===== src/hw/rtl/tmss_pkg.sv =====
// Shared types, codes and reset values for the two-motor scan sequencer.
package tmss_pkg;

  // Sequencer modes, also the value of the result's mode field
  typedef enum logic [2:0] {
    MODE_OFF    = 3'd0,
    MODE_ASCEND = 3'd1,
    MODE_ROTATE = 3'd2,
    MODE_LIFT   = 3'd3,
    MODE_HOME   = 3'd4
  } mode_t;

  // Events: the input op codes plus the internal lift phase timer expiry
  typedef enum logic [3:0] {
    EV_START1 = 4'd0,
    EV_START2 = 4'd1,
    EV_LOWER  = 4'd2,
    EV_UPPER  = 4'd3,
    EV_PULSE  = 4'd4,
    EV_STOP   = 4'd5,
    EV_RESET  = 4'd6,
    EV_TICK   = 4'd7,
    EV_TIMER  = 4'd8
  } event_t;

  // Configuration register indexes
  localparam logic [2:0] CFG_SCAN_LIFT_RATE    = 3'd0;
  localparam logic [2:0] CFG_FAST_LIFT_RATE    = 3'd1;
  localparam logic [2:0] CFG_FAST_TURN_RATE    = 3'd2;
  localparam logic [2:0] CFG_MEDIUM_TURN_RATE  = 3'd3;
  localparam logic [2:0] CFG_SLOW_TURN_RATE    = 3'd4;
  localparam logic [2:0] CFG_LIFT_PHASE_MS     = 3'd5;
  localparam logic [2:0] CFG_MAX_QUARTER_STEPS = 3'd6;

  // Configuration reset values
  localparam logic [15:0] RST_SCAN_LIFT_RATE    = 16'd400;
  localparam logic [15:0] RST_FAST_LIFT_RATE    = 16'd4800;
  localparam logic [15:0] RST_FAST_TURN_RATE    = 16'd12800;
  localparam logic [15:0] RST_MEDIUM_TURN_RATE  = 16'd8533;
  localparam logic [15:0] RST_SLOW_TURN_RATE    = 16'd3413;
  localparam logic [15:0] RST_LIFT_PHASE_MS     = 16'd3333;
  localparam logic [2:0]  RST_MAX_QUARTER_STEPS = 3'd3;

  typedef struct packed {
    logic [15:0] scan_lift_rate;
    logic [15:0] fast_lift_rate;
    logic [15:0] fast_turn_rate;
    logic [15:0] medium_turn_rate;
    logic [15:0] slow_turn_rate;
    logic [15:0] lift_phase_ms;
    logic [2:0]  max_quarter_steps;
  } cfg_t;

  typedef struct packed {
    logic lower;
    logic upper;
    logic zero;
  } switches_t;

  typedef struct packed {
    mode_t       mode;
    logic [2:0]  quarter_count;
    logic [15:0] phase_timer;
    logic        timer_armed;
    logic [15:0] lift_rate;
    logic        lift_en;
    logic        lift_down;
    logic [15:0] turn_rate;
    logic        turn_en;
    logic        turn_left;
  } seq_state_t;

  localparam seq_state_t STATE_RESET = '{
    mode:          MODE_OFF,
    quarter_count: 3'd0,
    phase_timer:   16'd0,
    timer_armed:   1'b0,
    lift_rate:     16'd0,
    lift_en:       1'b0,
    lift_down:     1'b0,
    turn_rate:     16'd0,
    turn_en:       1'b0,
    turn_left:     1'b0
  };

endpackage


===== src/hw/rtl/tmss_step.sv =====
// Next-state logic of the scan sequencer for one event.
module tmss_step import tmss_pkg::*; (
  input  cfg_t       cfg,
  input  seq_state_t cur,
  input  logic [2:0] op,
  input  switches_t  sw,
  output seq_state_t nxt,
  output logic       beep
);

  event_t      ev;
  logic [3:0]  quarter_sum;
  logic [15:0] timer_inc;

  always_comb begin
    ev          = event_t'({1'b0, op});
    nxt         = cur;
    beep        = 1'b0;
    quarter_sum = {1'b0, cur.quarter_count} + 4'd1;
    timer_inc   = (cur.phase_timer == 16'hFFFF) ? cur.phase_timer
                                                : cur.phase_timer + 16'd1;

    // Ticks only advance the armed timer; expiry turns into a timer event
    if (ev == EV_TICK && cur.timer_armed) begin
      nxt.phase_timer = timer_inc;
      if (timer_inc >= cfg.lift_phase_ms) begin
        nxt.timer_armed = 1'b0;
        ev              = EV_TIMER;
      end
    end

    unique case (cur.mode)
      MODE_OFF: begin
        if (ev == EV_START1 || ev == EV_START2) begin
          if (!sw.lower) begin
            beep = 1'b1;
          end else if (ev == EV_START1) begin
            nxt.turn_rate = cfg.medium_turn_rate;
            nxt.turn_en   = 1'b1;
            nxt.turn_left = 1'b1;
            nxt.lift_rate = cfg.scan_lift_rate;
            nxt.lift_en   = 1'b1;
            nxt.lift_down = 1'b0;
            nxt.mode      = MODE_ASCEND;
          end else begin
            nxt.quarter_count = 3'd0;
            nxt.turn_rate     = cfg.slow_turn_rate;
            nxt.turn_en       = 1'b1;
            nxt.turn_left     = 1'b1;
            nxt.lift_rate     = 16'd0;
            nxt.lift_en       = 1'b1;
            nxt.mode          = MODE_ROTATE;
          end
        end
      end
      MODE_ASCEND, MODE_ROTATE, MODE_LIFT: begin
        if (ev == EV_STOP) begin
          nxt.turn_rate = 16'd0;
          nxt.turn_en   = 1'b0;
          nxt.lift_rate = 16'd0;
          nxt.lift_en   = 1'b0;
          nxt.mode      = MODE_OFF;
        end else if ((cur.mode == MODE_ASCEND && ev == EV_UPPER) ||
                     (cur.mode == MODE_ROTATE && ev == EV_PULSE &&
                      (quarter_sum > {1'b0, cfg.max_quarter_steps} || sw.upper))) begin
          nxt.lift_rate = cfg.fast_lift_rate;
          nxt.lift_en   = 1'b1;
          nxt.lift_down = 1'b1;
          nxt.turn_rate = cfg.fast_turn_rate;
          nxt.turn_en   = 1'b1;
          nxt.turn_left = 1'b1;
          nxt.mode      = MODE_HOME;
        end else if (cur.mode == MODE_ROTATE && ev == EV_PULSE) begin
          // Quarter turn done: stop turning and start a timed lift phase
          nxt.turn_rate   = 16'd0;
          nxt.turn_en     = 1'b0;
          nxt.lift_rate   = cfg.fast_lift_rate;
          nxt.lift_en     = 1'b1;
          nxt.lift_down   = 1'b0;
          nxt.phase_timer = 16'd0;
          nxt.timer_armed = 1'b1;
          nxt.mode        = MODE_LIFT;
        end else if (cur.mode == MODE_LIFT && (ev == EV_UPPER || ev == EV_TIMER)) begin
          nxt.turn_rate = cfg.slow_turn_rate;
          nxt.turn_en   = 1'b1;
          nxt.turn_left = 1'b1;
          nxt.lift_rate = 16'd0;
          nxt.lift_en   = 1'b1;
          nxt.mode      = MODE_ROTATE;
        end
        if (cur.mode == MODE_ROTATE && ev == EV_PULSE) begin
          nxt.quarter_count = quarter_sum[3] ? 3'd7 : quarter_sum[2:0];
        end
      end
      MODE_HOME: begin
        if (ev == EV_UPPER || ev == EV_LOWER) begin
          nxt.lift_rate = 16'd0;
          nxt.lift_en   = 1'b0;
          if (!cur.turn_en) begin
            nxt.mode = MODE_OFF;
          end
        end else if (ev == EV_STOP) begin
          nxt.turn_rate = 16'd0;
          nxt.turn_en   = 1'b0;
          nxt.lift_rate = 16'd0;
          nxt.lift_en   = 1'b0;
          nxt.mode      = MODE_OFF;
        end else if (ev == EV_PULSE) begin
          nxt.turn_rate = 16'd0;
          nxt.turn_en   = 1'b0;
          if (!cur.lift_en) begin
            nxt.mode = MODE_OFF;
          end
        end
      end
      default: begin
      end
    endcase

    // Reset event outside homing: start only the motors away from home
    if (ev == EV_RESET && cur.mode != MODE_HOME) begin
      if (!sw.lower) begin
        nxt.lift_rate = cfg.fast_lift_rate;
        nxt.lift_en   = 1'b1;
        nxt.lift_down = 1'b1;
        nxt.mode      = MODE_HOME;
      end
      if (!sw.zero) begin
        nxt.turn_rate = cfg.fast_turn_rate;
        nxt.turn_en   = 1'b1;
        nxt.turn_left = 1'b1;
        nxt.mode      = MODE_HOME;
      end
    end
  end

endmodule


===== src/hw/rtl/two_motor_scan_sequencer.sv =====
// Top level of the two-motor scan sequencer: handshakes, registers and config.
// Path: an accepted event item is held in the input register, then its state
//   update lands in the result register.
// Throughput: one event item per cycle; back-to-back items flow when the
//   result side keeps taking them, set by the combinational next-state logic.
// Reset (rst, synchronous): mode off, both motors disabled with rate 0,
//   timer disarmed, config registers back to their defaults, no item held.
module two_motor_scan_sequencer import tmss_pkg::*; (
  input  logic        clk,
  input  logic        rst,
  // Event side
  input  logic        s_axis_tvalid,
  output logic        s_axis_tready,
  input  logic [7:0]  s_axis_tdata,   // [0] lower_switch, [1] upper_switch, [2] zero_switch
  input  logic [2:0]  s_axis_tuser,   // [2:0] op
  // Result side
  output logic        m_axis_tvalid,
  input  logic        m_axis_tready,
  output logic [47:0] m_axis_tdata,   // [2:0] mode, [18:3] lift_rate, [19] lift_enabled,
                                      // [20] lift_down, [36:21] turn_rate, [37] turn_enabled,
                                      // [38] turn_left, [39] beep, [40] changed
  // Configuration writes
  input  logic        cfg_write,
  input  logic [2:0]  cfg_index,
  input  logic [15:0] cfg_data
);

  // Input register
  logic       in_valid;
  logic [2:0] in_op;
  switches_t  in_sw;

  // Sequencer state and configuration
  seq_state_t state;
  seq_state_t state_next;
  logic       beep_next;
  cfg_t       cfg;

  // Result register
  logic        out_valid;
  logic [40:0] out_data;

  logic advance;

  // Process the held event when the result register is free or draining
  assign advance       = in_valid && (!out_valid || m_axis_tready);
  assign s_axis_tready = !in_valid || advance;

  always_ff @(posedge clk) begin
    if (rst) begin
      in_valid <= 1'b0;
    end else if (s_axis_tready) begin
      in_valid <= s_axis_tvalid;
    end
  end

  // Capture the event payload
  always_ff @(posedge clk) begin
    if (s_axis_tvalid && s_axis_tready) begin
      in_op <= s_axis_tuser;
      in_sw <= '{lower: s_axis_tdata[0], upper: s_axis_tdata[1], zero: s_axis_tdata[2]};
    end
  end

  // Configuration registers; the user writes them only while the block is idle, unenforced
  always_ff @(posedge clk) begin
    if (rst) begin
      cfg.scan_lift_rate    <= RST_SCAN_LIFT_RATE;
      cfg.fast_lift_rate    <= RST_FAST_LIFT_RATE;
      cfg.fast_turn_rate    <= RST_FAST_TURN_RATE;
      cfg.medium_turn_rate  <= RST_MEDIUM_TURN_RATE;
      cfg.slow_turn_rate    <= RST_SLOW_TURN_RATE;
      cfg.lift_phase_ms     <= RST_LIFT_PHASE_MS;
      cfg.max_quarter_steps <= RST_MAX_QUARTER_STEPS;
    end else if (cfg_write) begin
      unique case (cfg_index)
        CFG_SCAN_LIFT_RATE:    cfg.scan_lift_rate    <= cfg_data;
        CFG_FAST_LIFT_RATE:    cfg.fast_lift_rate    <= cfg_data;
        CFG_FAST_TURN_RATE:    cfg.fast_turn_rate    <= cfg_data;
        CFG_MEDIUM_TURN_RATE:  cfg.medium_turn_rate  <= cfg_data;
        CFG_SLOW_TURN_RATE:    cfg.slow_turn_rate    <= cfg_data;
        CFG_LIFT_PHASE_MS:     cfg.lift_phase_ms     <= cfg_data;
        CFG_MAX_QUARTER_STEPS: cfg.max_quarter_steps <= cfg_data[2:0];
        default: begin
          // Drop writes to unused indexes
        end
      endcase
    end
  end

  tmss_step u_step (
    .cfg  (cfg),
    .cur  (state),
    .op   (in_op),
    .sw   (in_sw),
    .nxt  (state_next),
    .beep (beep_next)
  );

  // Advance the sequencer state once per processed event
  always_ff @(posedge clk) begin
    if (rst) begin
      state <= STATE_RESET;
    end else if (advance) begin
      state <= state_next;
    end
  end

  // Result register: hold until taken, refill in the same cycle it drains
  always_ff @(posedge clk) begin
    if (rst) begin
      out_valid <= 1'b0;
    end else if (advance) begin
      out_valid <= 1'b1;
    end else if (m_axis_tready) begin
      out_valid <= 1'b0;
    end
  end

  always_ff @(posedge clk) begin
    if (advance) begin
      out_data <= {state_next.mode != state.mode, beep_next,
                   state_next.turn_left, state_next.turn_en, state_next.turn_rate,
                   state_next.lift_down, state_next.lift_en, state_next.lift_rate,
                   state_next.mode};
    end
  end

  assign m_axis_tvalid = out_valid;
  assign m_axis_tdata  = {7'd0, out_data};

  // A lift phase always runs on an armed timer
  a_lift_armed: assert property (@(posedge clk) disable iff (rst)
    state.mode == MODE_LIFT |-> state.timer_armed)
    else $error("lift phase without armed timer");

  // Rotating phases turn left with the lift held in place
  a_rotate_hold: assert property (@(posedge clk) disable iff (rst)
    state.mode == MODE_ROTATE |-> state.lift_en && state.lift_rate == 16'd0 &&
                                  state.turn_en && state.turn_left)
    else $error("rotating phase with lift not held");

  // Off means both drivers are disabled
  a_off_idle: assert property (@(posedge clk) disable iff (rst)
    state.mode == MODE_OFF |-> !state.lift_en && !state.turn_en)
    else $error("motor enabled while off");

  // A refused start never changes the mode
  a_beep_nochange: assert property (@(posedge clk) disable iff (rst)
    m_axis_tvalid && out_data[39] |-> !out_data[40])
    else $error("beep reported with a mode change");

endmodule


===== config.mk =====
export PLATFORM = sky130hd
export DESIGN_NAME = two_motor_scan_sequencer
export DESIGN_NICKNAME = d
export VERILOG_FILES = /design/src/hw/rtl/tmss_pkg.sv /design/src/hw/rtl/tmss_step.sv /design/src/hw/rtl/two_motor_scan_sequencer.sv
export SDC_FILE = /design/constraint.sdc
export NUM_CORES = 1
export LEC_CHECK = 0
export BUFFER_PORTS_ARGS = -buffer_cell sky130_fd_sc_hd__buf_2
export CELL_PAD_IN_SITES_DETAIL_PLACEMENT = 0
export CELL_PAD_IN_SITES_GLOBAL_PLACEMENT = 2
export CORE_ASPECT_RATIO = 0.5
export CORE_MARGIN = 4
export CORE_UTILIZATION = 41
export CTS_BUF_LIST = sky130_fd_sc_hd__clkbuf_8
export DETAILED_ROUTE_END_ITERATION = 12
export PLACE_DENSITY_LB_ADDON = 0.1
export REMOVE_ABC_BUFFERS = 1
export SLEW_MARGIN = 5
export SYNTH_ARGS = -nofsm -noshare
export SYNTH_HDL_FRONTEND = slang
export SYNTH_SLANG_ARGS = --single-unit

===== constraint.sdc =====
create_clock -name clk -period 10.7 [get_ports clk]
set_input_delay 1.07 -clock clk [delete_from_list [all_inputs] [get_ports clk]]
set_output_delay 1.07 -clock clk [all_outputs]
set_load 0.005 [all_outputs]

**Yosys cells after proc, flatten, opt, wreduce, memory -nomap -nowiden**

Cells that the tools add are included.

- Bits in registers: 207
- Bits of input ports: 35
- Output and inout port bits: 50
- Logic and storage cells: 146

- Add/subtract/negate cells: 2
- Magnitude comparators: 2
- Equal/unequal tests: 25
- Multiplexer cells: 60
- Reduce and logical (&&, ||, !) cells: 32

Operators with widths:

| kind | count |
|---|---|
| $mux W17 | 16 |
| $mux W36 | 4 |
| $pmux W17 S3 | 2 |
| $mux W18 | 4 |
| $mux W3 | 15 |
| $add A16 B1 Y16 const B | 1 |
| $eq A16 B16 Y1 const B | 1 |
| $ge A16 B16 Y1 | 1 |
| $mux W16 | 1 |
| $reduce_and A2 Y1 | 8 |
| $eq A3 B3 Y1 const B | 5 |
| $eq A3 B2 Y1 const B | 4 |
| $eq A4 B3 Y1 const B | 3 |
| $mux W6 | 2 |
| $mux W1 | 9 |
| $pmux W3 S3 | 1 |
| $eq A4 B2 Y1 const B | 2 |
| $logic_and A1 B1 Y1 | 8 |
| $mux W4 | 2 |
| $logic_or A1 B1 Y1 | 7 |
| $eq A3 B1 Y1 const B | 2 |
| $logic_not A3 Y1 | 2 |
| $pmux W3 S2 | 1 |
| $reduce_and A6 Y1 | 1 |
| 14 further kinds | 19 |

**Logic depth before layout (Yosys ltp)**

Gate-level depths: netlist (run 1).

- Word-level depth: 17
- Depth in mapped cells: 17
- Depth with buffers taken out: 14

**Hierarchy**

Synthesis (run 1) repeated with hierarchy kept, for this count alone.

- Cells, all modules: 1,155
- Area total of the unflattened synthesis: 10,209.8 um2

By module, submodules not included:

| module | times used | cells an instance | area an instance (um2) | seq. area each (um2) |
|---|---|---|---|---|
| two_motor_scan_sequencer | 1 | 748 | 7,654.8 | 4,614.4 |
| tmss_step | 1 | 407 | 2,555.0 | 0.0 |

**Worst setup path before layout (run 1)**

Ideal clock, no wire load.

- Path type: reg-to-reg
- Start point: register state[39] (netlist bit)
- End point: register out_data[40], data pin
- Library setup time: 0.259 ns
- Arrival time: 3.559 ns
- Data required time: 10.441 ns
- Path slack: 6.882 ns
- Stages on the path, launching flop included: 18
- Buffers on the path: 3
- Clock period less this slack: 3.818 ns
- Path through: dfxtp_1 > buf_2 > and4_1 > nand4_4 > or3_1 > clkbuf_1 > and2_1 > nand3_1 > xnor2_1 > ha_1 > a21oi_1 > o21ai_0 > a211oi_1 > nand4_1 > nand2_1 > buf_2 > o211ai_1 > a211o_1

- Cells in the longest elaborated chain, start to end: 17
- Elaborated cells on any way between the ends: 38
- Classes of those cells: add/sub: 1; order compare: 1; eq/ne: 9; mux: 17; reduce/logical: 10

RTL lines:

| element | RTL line | RTL |
|---|---|---|
| start, declared | two_motor_scan_sequencer.sv:34 | `seq_state_t state;` |
| start signal, assigned | two_motor_scan_sequencer.sv:105 | `state <= state_next;` |
| $add A16 B1 Y16 / $eq A16 B16 Y1 (equally long branches) | tmss_step.sv:21, tmss_step.sv:20 |  |
| $mux W16 (*) | tmss_step.sv:20 | `timer_inc = (cur.phase_timer == 16'hFFFF) ? cur.phase_timer` |
| $ge A16 B16 Y1 (*) | tmss_step.sv:26 | `if (timer_inc >= cfg.lift_phase_ms) begin` |
| $mux W4 (*) | tmss_step.sv:26 |  |
| $mux W4 (*) | tmss_step.sv:24 | `if (ev == EV_TICK && cur.timer_armed) begin` |
| $eq A4 B2 Y1 / $eq A4 B4 Y1 (equally long branches) | tmss_step.sv:63, tmss_step.sv:83, tmss_step.sv:96 |  |
| $logic_or A1 B1 Y1 | tmss_step.sv:83 | `end else if (cur.mode == MODE_LIFT && (ev == EV_UPPER \|\| ev == EV_TIMER)) begin` |
| $logic_and A1 B1 Y1 | tmss_step.sv:83 |  |
| $mux W3 | tmss_step.sv:83 |  |
| $mux W3 | tmss_step.sv:73 | `end else if (cur.mode == MODE_ROTATE && ev == EV_PULSE) begin` |
| $mux W3 | tmss_step.sv:63 | `end else if ((cur.mode == MODE_ASCEND && ev == EV_UPPER) \|\|` |
| $mux W3 | tmss_step.sv:57 | `if (ev == EV_STOP) begin` |
| $pmux W3 S3 | tmss_step.sv:32 | `unique case (cur.mode)` |
| $mux W3 | tmss_step.sv:122 | `if (!sw.lower) begin` |
| $mux W3 | tmss_step.sv:128 | `if (!sw.zero) begin` |
| $mux W3 (*) | tmss_step.sv:121 | `if (ev == EV_RESET && cur.mode != MODE_HOME) begin` |
| $ne A3 B3 Y1 (*) | two_motor_scan_sequencer.sv:122 | `out_data <= {state_next.mode != state.mode, beep_next,` |
| end signal, assigned | two_motor_scan_sequencer.sv:122 |  |
| end, declared | two_motor_scan_sequencer.sv:41 | `logic [40:0] out_data;` |

Mark *: on every way between the ends. The rest lies on a longest branch, timed or not. The select of a mux whose other input is x is not followed.
A chain may end at the register's enable or synchronous reset.

==> impl_metrics.yaml, run 1 <==
timing:
  period_needed_ps: 4900
  slew_violations: 0
  grt_setup_unrepaired: "no"
  skew_ps: 19.1
  relSlewSlack_pct: 13.5
  worst_pin_slew_ps: 1290
  tns_ps: 0
  setup_viol: 0
  hold_violations: 0
  holdWs_ps: 457
  achievable-frequency_ghz: 0.204
  min_period_over_period_pct: 45.8
hold_path:
  min_path_type: "reg2reg"
  whs_path_depth: 2
  worstHoldStart: "cfg[47]"
cts:
  cts_tree: "yes"
  post_cts_buffers: 0
  cts.path.max_buffers: 3
  cts_sinks: 207
  hold_buffers: 0
  numCtsBuffers: 34
  cts.clk_slew.worst_paths_ps: 60
  cts_resized: 0
  clk-insertion-delay-late_ps: 540
  root_buffer: "clkbuf_8"
  ctsHtreeMaxLevel: 2
grt:
  grt_util_all_layers_pct: 22.3
  grt_start_max_net_pins: 66
  antenna_found_initial: 0
  overflow: 0
  grt_pass1_vias: 8760
  grt_pass1_wl_mm: 50.3
worst_setup_path:
  crit_buf_inv: 1
  crit_fanout: 15
  critPathLaunchType: "flop"
  crit_start: "state[39]"
  crit_top_cell: "o21ai_0"
  critical_path_depth: 15
  path_delay_family: "simple AND/OR/NAND/NOR gates"
  cpPeakStageDelay_ps: 490
  cp.required_ps: 10910
  timing.rr.start: "state[39]"
  path_cells: "and4_1 -> nand4_4 -> or3_1 -> and2_1 -> nand3_1 -> xnor2_1 -> ha_1 -> a21oi_1 -> o21ai_0 -> a211oi_1 -> nand4_1 -> nand2_1 -> buf_4 -> mux2i_1 -> o21ai_0"
  crit_type: "reg2reg"
  arrival_ps: 5110
  cp-end-kind: "flop"
  r2r_cells: 15
  cpMaxStageDelayCell: "dfxtp_1"
drt:
  detail_route.wl_per_cell_um: 19.5
  drt_pass1_iterations: 5
  routed_wl_mm: 32.4
  vias_per_cell: 5.63
  vias: 9345
  antenna_left: 0
  drc_errors: 0
  drt-initial-drc-count: 697
synth:
  yosysMostFrequentCell: "nand2_1"
  synth_top_family_by_area: "simple AND/OR/NAND/NOR gates"
  syn_inst: 1246
  synth_ff_type: "dfxtp_1"
  synth_edf_count: 47
  synth-async-reset-ratio_pct: 0
  ys_types: 75
  synth_top_cell_area_share_pct: 30.1
  yosysTopAreaCell: "dfxtp_1"
  synthMuxAreaShare_pct: 5.02
  synth_commonest_cells: "268 x nand2_1, 160 x dfxtp_1, 121 x a21oi_1"
  synth.avg_cell_area_sq_um: 8.53
  yosysWarnings: 0
  ys_ff_latch: 207
  syn_area_sq_um: 10600
  yosysSeqAreaShare_pct: 43.4
  synthSimpleGateAreaFrac_pct: 21.6
  synthXorXnorAreaFrac_pct: 1.98
  synth_area_leaders: "dfxtp_1 30%, edfxtp_1 13%, nand2_1 9.5%"
  synth_compound_area_share_pct: 20.3
  synthAdderAreaFrac_pct: 2.47
floorplan:
  rows: 41
  dieWidth_um: 236
  die_y_um: 122
  die_area_sq_um: 28700
  core_area_sq_um: 25300
  start_util_pct: 42.0
  pin_count: 85
pwr:
  p_per_area_nw_per_um2: 141
  p_leak_nw: 4.67
  peakVddDrop_mv: 0.0691
  p_total_mw: 1.66
status:
  outcome: "complete, no violations"
place:
  dp_hpwl_mm: 20.3
  io_buffers: 72
  gp_congestion: 0.810
final_layout:
  final_util_pct: 46.4
  area_growth_pct: 10.5
  layout.nets: 1347
  fill_cells: 2533
  n_antenna_cell: 0
  layout-drive-gt1-share_pct: 12.1
job:
  max_cap_viol_count: 0
==> placed cells by master, fill, tap and decap left out, drive strengths merged, types with 4 or more instances in the layout <==
| cell type | n |
|---|---|
| nand3b | 31 |
| clkinv | 4 |
| or3 | 4 |
| o21bai | 10 |
| a221oi | 15 |
| ha | 21 |
| buf | 87 |
| inv | 49 |
| clkbuf | 38 |
| a22oi | 11 |
| o221ai | 6 |
| dfxtp | 160 |
| a21oi | 123 |
| nand2b | 14 |
| nand3 | 22 |
| a31oi | 17 |
| a311oi | 4 |
| o21a | 4 |
| and3 | 17 |
| xor2 | 12 |
| nor2 | 88 |
| nor2b | 11 |
| nor3 | 13 |
| edfxtp | 47 |
| xnor2 | 12 |
| o21ai | 58 |
| nand2 | 268 |
| o2bb2ai | 10 |
| conb | 7 |
| nand4 | 6 |
| a211o | 15 |
| mux2i | 50 |
| and2 | 6 |
| o22ai | 16 |
| a211oi | 25 |
==> path summary, 6_finish.rpt <==
kind                        to  slack, ps
setup / recovery  out_data[22]       5800
setup reg to reg  out_data[22]       5800
hold reg to reg        cfg[47]        460
hold / removal         cfg[47]        460
==> through the flow <==
step	std cells	cell area, sq um	setup slack [ps]
6_report	1659	11800	5800
5_1_grt	1659	11800	5400
4_1_cts	1659	11800	5810
3_5_place_dp	1599	11100	5830
3_3_place_gp	1599	11100	5890
2_1_floorplan	1168	10200	6300
==> sequential cells by signal (all words and copies together), names as in the netlist <==
signal         flops
in_valid           1
state             59
cfg               99
m_axis_tvalid      1
in_op              3
in_sw              3
out_data          41
==> worst reg2reg max path, cell delays in order, from the launching register on <==
cell,delay [ps]
dfxtp_1,490
and4_1,410
nand4_4,210
or3_1,490
and2_1,230
nand3_1,110
xnor2_1,150
ha_1,280
a21oi_1,150
o21ai_0,100
a211oi_1,310
nand4_1,400
nand2_1,380
buf_4,420
mux2i_1,290
o21ai_0,160
==> metal layers <==
metal  wire length (um)  up-vias  GRT usage (%)
met4                486        0           5.90
met3               2070       44           4.57
met5                  0        -              0
li1                   -     4511              -
met2              13400      274           32.1
met1              16500     4516           33.8
==> cells by family after synthesis <==
family / after synthesis
adders and majority gates: 21
muxes: 53
DFF: 207
other: 1
xor gates and xnor gates: 24
AOI/OAI and AO/OA: 332
and+or+nand+nor: 492
buffers and inverters: 116
==> power by group <==
| group | switching [mW] | leakage [nW] | internal [mW] |
|---|---|---|---|
| combinational | 0.111 | 2.54 | 0.0559 |
| clock | 0.327 | 0.376 | 0.324 |
| sequential | 0.0152 | 1.75 | 0.827 |
==> layout make-up <==
type	instances	area [sq um]	area share, %
Clock inverter	22	87.6	0.745
Clock buffer	38	523	4.45
Tap cell	344	430	3.66
Timing Repair Buffer	87	475	4.05
Sequential cell	207	4610	39.3
Multi-Input combinational cell	929	5500	46.8
Inverter	32	123	1.04
Power figures use the tool's default switching activity.
==> inputs of run 2 (changes only) <==
--- a/config.mk
+++ b/config.mk
@@ -5,12 +5,13 @@
 export SDC_FILE = /design/constraint.sdc
 export NUM_CORES = 1
 export LEC_CHECK = 0
+export ABC_AREA = 1
 export BUFFER_PORTS_ARGS = -buffer_cell sky130_fd_sc_hd__buf_2
 export CELL_PAD_IN_SITES_DETAIL_PLACEMENT = 0
 export CELL_PAD_IN_SITES_GLOBAL_PLACEMENT = 2
 export CORE_ASPECT_RATIO = 0.5
 export CORE_MARGIN = 4
-export CORE_UTILIZATION = 41
+export CORE_UTILIZATION = 33
 export CTS_BUF_LIST = sky130_fd_sc_hd__clkbuf_8
 export DETAILED_ROUTE_END_ITERATION = 12
 export PLACE_DENSITY_LB_ADDON = 0.1
==> constraint.sdc (replaced) <==
create_clock -name clk -period 4.45 [get_ports clk]
set_input_delay 0.445 -clock clk [delete_from_list [all_inputs] [get_ports clk]]
set_output_delay 0.445 -clock clk [all_outputs]
set_load 0.005 [all_outputs]
==> run 2 against run 1 <==
Against the previous run: global-route usage fell by 3.7 points; first-iteration DRC count increased by 0.14%; fmax is 31% higher; cell count rose by 17%; via count rose by 0.61%; area after synthesis grew 1.2%; final area increased by 2.6%; clock skew rose by 14 ps; register-to-register slack worse by 5100 ps; sequential share of layout area is 1.0 points lower; critical path type unchanged.
==> impl_metrics.yaml, run 2 <==
status:
  outcome: "complete, no violations"
cts:
  hold_buffers: 0
  cts.clk_slew.worst_paths_ps: 60
  ctsHtreeMaxLevel: 2
  numCtsBuffers: 36
  cts_sinks: 207
  clk-insertion-delay-late_ps: 560
  post_cts_buffers: 0
  cts_resized: 0
  cts.path.max_buffers: 3
  cts_tree: "yes"
  root_buffer: "clkbuf_8"
drt:
  drt_pass1_iterations: 5
  drt-initial-drc-count: 698
  routed_wl_mm: 33.9
  vias: 9402
  drc_errors: 0
  detail_route.wl_per_cell_um: 17.5
  antenna_left: 0
  vias_per_cell: 4.85
synth:
  ys_types: 49
  yosysWarnings: 0
  yosysMostFrequentCell: "inv_1"
  synth_top_cell_area_share_pct: 29.8
  synth_ff_type: "dfxtp_1"
  ys_ff_latch: 207
  synth.avg_cell_area_sq_um: 7.55
  yosysTopAreaCell: "dfxtp_1"
  synth_commonest_cells: "225 x inv_1, 203 x nand2_1, 164 x o21ai_0"
  synth_area_leaders: "dfxtp_1 30%, edfxtp_1 13%, inv_1 7.9%"
  synth-async-reset-ratio_pct: 0
  syn_inst: 1425
  syn_area_sq_um: 10800
  yosysSeqAreaShare_pct: 42.9
  synth_edf_count: 47
place:
  pre_cts_ws_ps: 624
  dp_hpwl_mm: 22.0
  io_buffers: 72
  numPlacedInstances: 1872
  gp_congestion: 0.774
  placedInstanceArea_sq_um: 11400
grt:
  antenna_found_initial: 5
  grt_util_all_layers_pct: 18.6
  grt_pass1_vias: 8957
  grt_pass1_wl_mm: 51.8
  grt_start_max_net_pins: 88
  overflow: 0
worst_setup_path:
  cp.required_ps: 4940
  crit_fanout: 14
  critPathLaunchType: "flop"
  arrival_ps: 4230
  cp-end-kind: "flop"
  crit_type: "reg2reg"
timing:
  holdWs_ps: 75.8
  hold_violations: 0
  tns_ps: 0
  achievable-frequency_ghz: 0.267
  setup_viol: 0
  grt_setup_unrepaired: "no"
  relSlewSlack_pct: 30.1
  min_period_over_period_pct: 84.1
  skew_ps: 33.2
  layout_setup_ws_ps: 709
  worst_pin_slew_ps: 1050
  slew_violations: 0
  period_needed_ps: 3740
floorplan:
  rows: 46
  die_area_sq_um: 35700
  core_area_sq_um: 31900
  die_y_um: 136
  pin_count: 85
  start_util_pct: 33.7
  dieWidth_um: 263
final_layout:
  area_growth_pct: 12.1
  final_common_cell: "inv_1"
  layout-drive-gt1-share_pct: 15.0
  layout_common_cells: "238 x inv_1, 203 x nand2_1, 164 x o21ai_0, 160 x dfxtp_1, 131 x nor2_1"
  finish.instance_area_sq_um: 12100
  final_util_pct: 37.8
  largest_register_ffs: 99
  largest_register: "cfg"
  layout.nets: 1534
  layout.cells.non_filler: 1937
  top_regs: "cfg x99, state x59, out_data x41"
pwr:
  p_total_mw: 4.36
  p_per_area_nw_per_um2: 362
  peakVddDrop_mv: 0.168
  p_leak_nw: 5.27
job:
  max_cap_viol_count: 0
hold_path:
  min_path_type: "in2reg"
==> run 2: cell type report <==
class	count	area [sq um]
inverters	243	921
multi-input cells	905	4870
diodes	1	2.50
well taps	432	541
clock buffers	39	537
flip-flops and latches	207	4610
repair buffers	85	470
clock inverters	25	105
fillers	3368	19800
==> run 2: worst max-delay path: stages (launching register included) <==
cell and delay [ps]:
dfxtp_1 370, ha_1 210, inv_1 80, nor2_1 160, and2_1 190, nand4_2 190, o21ai_0 330, ha_1 300
nand2_1 70, nor2_1 40, nor2_1 80, nand2_1 70, nand2_1 60, nand2_1 70, nand2_1 60, nand2_1 90
nand2_1 120, nand2_1 80, nand2_2 160, nand3_1 110, nand2_2 330, nand2_1 90, nand2_1 70, nand2_1 50
nand3_1 110, nand2_1 80, a21oi_1 120
==> run 2: cells by family (layout without fill, tap and decap cells) <==
| family | after synthesis | in the layout | synth area share [%] |
|---|---|---|---|
| other | 1 | 8 | 0.0349 |
| AO/OA/AOI/OAI | 384 | 384 | 21.1 |
| flip-flops | 207 | 207 | 42.9 |
| buffers and inverters | 319 | 392 | 12.0 |
| XOR/XNOR | 11 | 11 | 0.896 |
| adder cells (fa/ha/maj) | 21 | 21 | 2.44 |
| AND/OR/NAND/NOR | 482 | 482 | 20.6 |
==> run 2: path summary, 6_finish.rpt <==
| kind | startpoint | to | slack (ps) | depth (start not counted) |
|---|---|---|---|---|
| max reg2reg | state[38] | state[29] | 710 | 26 |
| min | s_axis_tdata[2] | in_sw[0] | 80 | 1 |
| min reg2reg | cfg[42] | cfg[42] | 460 | 2 |
| max | state[38] | state[29] | 710 | 26 |
==> run 2: layer usage <==
layer	track usage (%)	up-vias	wire length (um)
met5	0	-	0
met4	5.36	0	654
met3	3.50	52	1510
met2	30.1	166	15000
met1	25.6	4392	16700
li1	-	4792	-
==> run 2: power breakdown <==
group / switching, mW / leakage, nW / internal (mW)
Sequential: 0.0531 / 1.76 / 2.03
Combinational: 0.433 / 3.13 / 0.193
Clock: 0.844 / 0.380 / 0.807
